File: src/hdl/bfnb_ram.sv
// ----------------------------------------------------------------------------
// bfnb_ram
// Generic single-write, single-read RAM with registered read data.
// ----------------------------------------------------------------------------
module bfnb_ram #(
   parameter int WIDTH = 64,
   parameter int DEPTH = 64
) (
   input  logic                     clock,
   input  logic                     wr_en,
   input  logic [$clog2(DEPTH)-1:0] wr_addr,
   input  logic [WIDTH-1:0]         wr_data,
   input  logic [$clog2(DEPTH)-1:0] rd_addr,
   output logic [WIDTH-1:0]         rd_data
);

   logic [WIDTH-1:0] mem_ff [DEPTH];
   logic [WIDTH-1:0] rd_data_ff;

   always_ff @(posedge clock) begin
      if (wr_en) begin
         mem_ff[wr_addr] <= wr_data;
      end
      rd_data_ff <= mem_ff[rd_addr];
   end

   assign rd_data = rd_data_ff;

endmodule

File: config.mk
export PLATFORM = sky130hd
export DESIGN_NAME = bfnb_ram
export DESIGN_NICKNAME = d
export VERILOG_FILES = /design/src/hdl/bfnb_ram.sv
export SDC_FILE = /design/constraint.sdc
export NUM_CORES = 2
export LEC_CHECK = 0
export BUFFER_PORTS_ARGS = -buffer_cell sky130_fd_sc_hd__buf_4
export CORE_ASPECT_RATIO = 1.5
export CORE_UTILIZATION = 35
export DETAILED_ROUTE_END_ITERATION = 12
export GPL_TIMING_DRIVEN = 0
export PLACE_DENSITY = 0.47
export SLEW_MARGIN = 20
export SYNTH_ARGS = -nofsm -noshare
export SYNTH_HDL_FRONTEND = slang
export SYNTH_SLANG_ARGS = --single-unit
File: constraint.sdc
create_clock -name clock -period 7.5 [get_ports clock]
set_input_delay 0.75 -clock clock [delete_from_list [all_inputs] [get_ports clock]]
set_output_delay 0.75 -clock clock [all_outputs]
set_load 0.02 [all_outputs]
==> flow_metrics.env <==
export IMPL_status="finished clean"
export IMPL_drt_wirelength_per_cell_um=36.11
export IMPL_place_gp_congestion=0.7778
export IMPL_switching_share=0.2224
export IMPL_hp_class="in2reg"
export IMPL_vias=74960
export IMPL_drv_slew=0
export IMPL_area_growth_pct=17.86
export IMPL_grt_use_met1=0.2586
export IMPL_setup_viol_count_final=0
export IMPL_grt_overflow_total=0
export IMPL_cap_violations=0
export IMPL_total_power_mw=48.37
export IMPL_root_buffer="clkbuf_16"
export IMPL_required_ps=8210
export IMPL_post_cts_setup_buffer_count=0
export IMPL_cts_resized=0
export IMPL_worst_pin_slew_ps=1295
export IMPL_rsz0062_at_grt="false"
export IMPL_cp_end_kind="flip-flop"
export IMPL_worst_ep_arrival_time_ps=5020
export IMPL_grt_pass1_wl_mm=671.1
export IMPL_globalRouteMet2Util=0.4093
export IMPL_synth_common_cells="edfxtp_1 (4096), mux4_2 (1024), buf_2 (170), a22oi_1 (168), clkbuf_1 (140)"
export IMPL_fin_crit_sh=0.5749
export IMPL_via_per_inst=5.485
export IMPL_fin_util=0.4143
export IMPL_n_fill_cell=38600
export IMPL_fmax_ghz=0.2319
export IMPL_critPathKind="in2reg"
export IMPL_port_buffers=133
export IMPL_dp_hpwl_mm=342.3
export IMPL_cts_hold_buf=0
export IMPL_drc=0
export IMPL_place_area_um2=171700
export IMPL_clock_skew_ps=69.85
export IMPL_p_leak_nw=57.16
export IMPL_period_minus_slack_ps=4312
export IMPL_ys_flop_type="edfxtp_1"
export IMPL_slew_headroom=0.1323
export IMPL_critPathMaxStageDelay_ps=1010
export IMPL_synth_largest_area_cell="edfxtp_1"
export IMPL_ant_nets=0
export IMPL_p_comb_frac=0.056
export IMPL_start_kind="input pin"
export IMPL_cts_sinks=4160
export IMPL_switching_power_mw=10.76
export IMPL_yosys_warnings=0
export IMPL_antenna_found_initial=47
export IMPL_synthArstFlopShare=0
export IMPL_first_global_vias=79310
export IMPL_sequentialPowerShare=0.533
export IMPL_cp_cell_sequence="buf_2, buf_4, buf_2, buf_2, buf_4, mux2i_1, o22ai_1, a31oi_1, a211oi_1"
export IMPL_path_max_fanout=10
export IMPL_netlist_area_um2=156300
export IMPL_p_clk_frac=0.411
export IMPL_start_util=0.3515
export IMPL_power_density_nw_per_um2=262.5
export IMPL_design_area_um2=184300
export IMPL_die_area_um2=449400
export IMPL_synth_seq_area_share=0.7949
export IMPL_drt_iter0_drc=8178
export IMPL_critical_path_top_delay_family="buffers and inverters"
export IMPL_dieWidth_um=547.7
export IMPL_rows=300
export IMPL_grt_busiest_layer="met2"
export IMPL_grt_use_met3=0.02671
export IMPL_io_pins=142
export IMPL_clk_pin_slew_ps=60
export IMPL_crit_slowest_cell="a31oi_1"
export IMPL_crit_top_cell="buf_2"
export IMPL_syn_nets=6676
export IMPL_finalWirelength_mm=493.5
export IMPL_hold_viol=0
export IMPL_drt_pass1_iterations=6
export IMPL_synth_top_area_share=0.7867
export IMPL_synth_area_per_cell_um2=23.70
export IMPL_htree_levels=5
export IMPL_final_nets=7517
export IMPL_synth_cells=6598
export IMPL_synth_enable_flop_cells=4096
export IMPL_max_clock_path_buffers=4
export IMPL_path_buf_inv=5
export IMPL_die_h_um=820.6
export IMPL_clk_latency_ps=960
export IMPL_synth_most_common_cell="edfxtp_1"
export IMPL_ys_seq_elements=4160
export IMPL_core_um2=444800
export IMPL_grt_max_degree=65
export IMPL_ir_worst_vdd_uv=167.6
export IMPL_cts_tree="built"
export IMPL_p_int_mw=37.61
export IMPL_synth_cell_type_count=33
export IMPL_drive_gt1_frac=0.3027
export IMPL_synthTopCellsByArea="edfxtp_1 (79%), mux4_2 (15%), mux2i_1 (0.86%), dfxtp_1 (0.82%), a22oi_1 (0.81%)"
export IMPL_cts_made_buffers=400
export IMPL_track_usage=0.2187
## final timing paths
kind	start	endpoint	slack (ps)	cells after the start
min reg2reg	mem_ff[62][50]	rd_data[50]	880	4
max reg2reg	mem_ff[47][6]	rd_data[6]	4560	5
max	rd_addr[2]	rd_data[6]	3190	9
min	wr_data[54]	mem_ff[29][54]	320	1
## final cells by class
cell class	instances	area (µm²)	area share
Timing Repair Buffer	439	7457	0.04047
Buffer	370	1799	0.009764
Clock buffer	512	10690	0.05800
Clock inverter	211	1807	0.009805
Tap cell	5889	7368	0.03999
Inverter	19	71.32	0.0003870
Antenna cell	18	45.04	0.0002444
Multi-Input combinational cell	2049	30750	0.1669
Sequential cell	4160	124300	0.6744
## state kept, by name, indices dropped and copies added (netlist names)
name / count
mem_ff: 4096
rd_data: 64
## cells in the final DEF, fill, tap and decap left out, types with 64 or more instances in the layout
| master | Yosys | layout |
|---|---|---|
| clkinv_2 | 0 | 86 |
| dfxtp_1 | 64 | 64 |
| buf_2 | 170 | 171 |
| mux4_2 | 1024 | 1024 |
| clkinv_1 | 0 | 73 |
| buf_12 | 0 | 189 |
| a22oi_1 | 168 | 168 |
| buf_16 | 0 | 89 |
| buf_4 | 34 | 192 |
| and3_1 | 64 | 64 |
| edfxtp_1 | 4096 | 4096 |
| clkbuf_1 | 140 | 220 |
| a22o_1 | 88 | 88 |
| o22ai_1 | 83 | 83 |
| mux2i_1 | 135 | 135 |
| clkbuf_16 | 0 | 406 |
## worst register-to-register path, delay by kind of cell, from the launching register on
family | cells | cell delay, ps
muxes | 2 | 800
DFF | 1 | 370
and+or+nand+nor | 1 | 100
AOI/OAI and AO/OA | 2 | 1430
## metrics by stage
stage | worst slack, ps | hold slack, ps | cells | setup TNS (ps)
after floorplan | 1314 | 787.8 | 6598 | 0
after CTS | 3283 | 257.8 | 13650 | 0
after detailed placement | 2290 | 881.6 | 12930 | 0
after global routing | 3324 | 314.3 | 13650 | 0
final | 3188 | 321.3 | 13670 | 0
after global placement | -7626 | 871.3 | 12620 | -8620580
## layer usage
metal	up-vias	part of all wire
met5	-	0.00020
met4	18	0.036
met3	615	0.049
met2	2411	0.55
met1	41720	0.37
li1	30200	-
## power by group through the flow
stage	combinational, mW	clock (mW)	sequential [mW]
after detailed placement	2.77	0	26.3
final	2.71	19.9	25.8
after global placement	2.66	0	26.3
after CTS	2.77	20.2	25.8
after floorplan	1.20	0	26.3
after global routing	2.84	21.0	25.8
## kinds of logic after synthesis
| family | Yosys count | share of synthesized area |
|---|---|---|
| AO/OA/AOI/OAI | 504 | 0.02477 |
| buffers and inverters | 389 | 0.01180 |
| flip-flops | 4160 | 0.7949 |
| multiplexers | 1159 | 0.1561 |
| AND/OR/NAND/NOR | 386 | 0.01240 |
(Power assumes the default switching activity.)
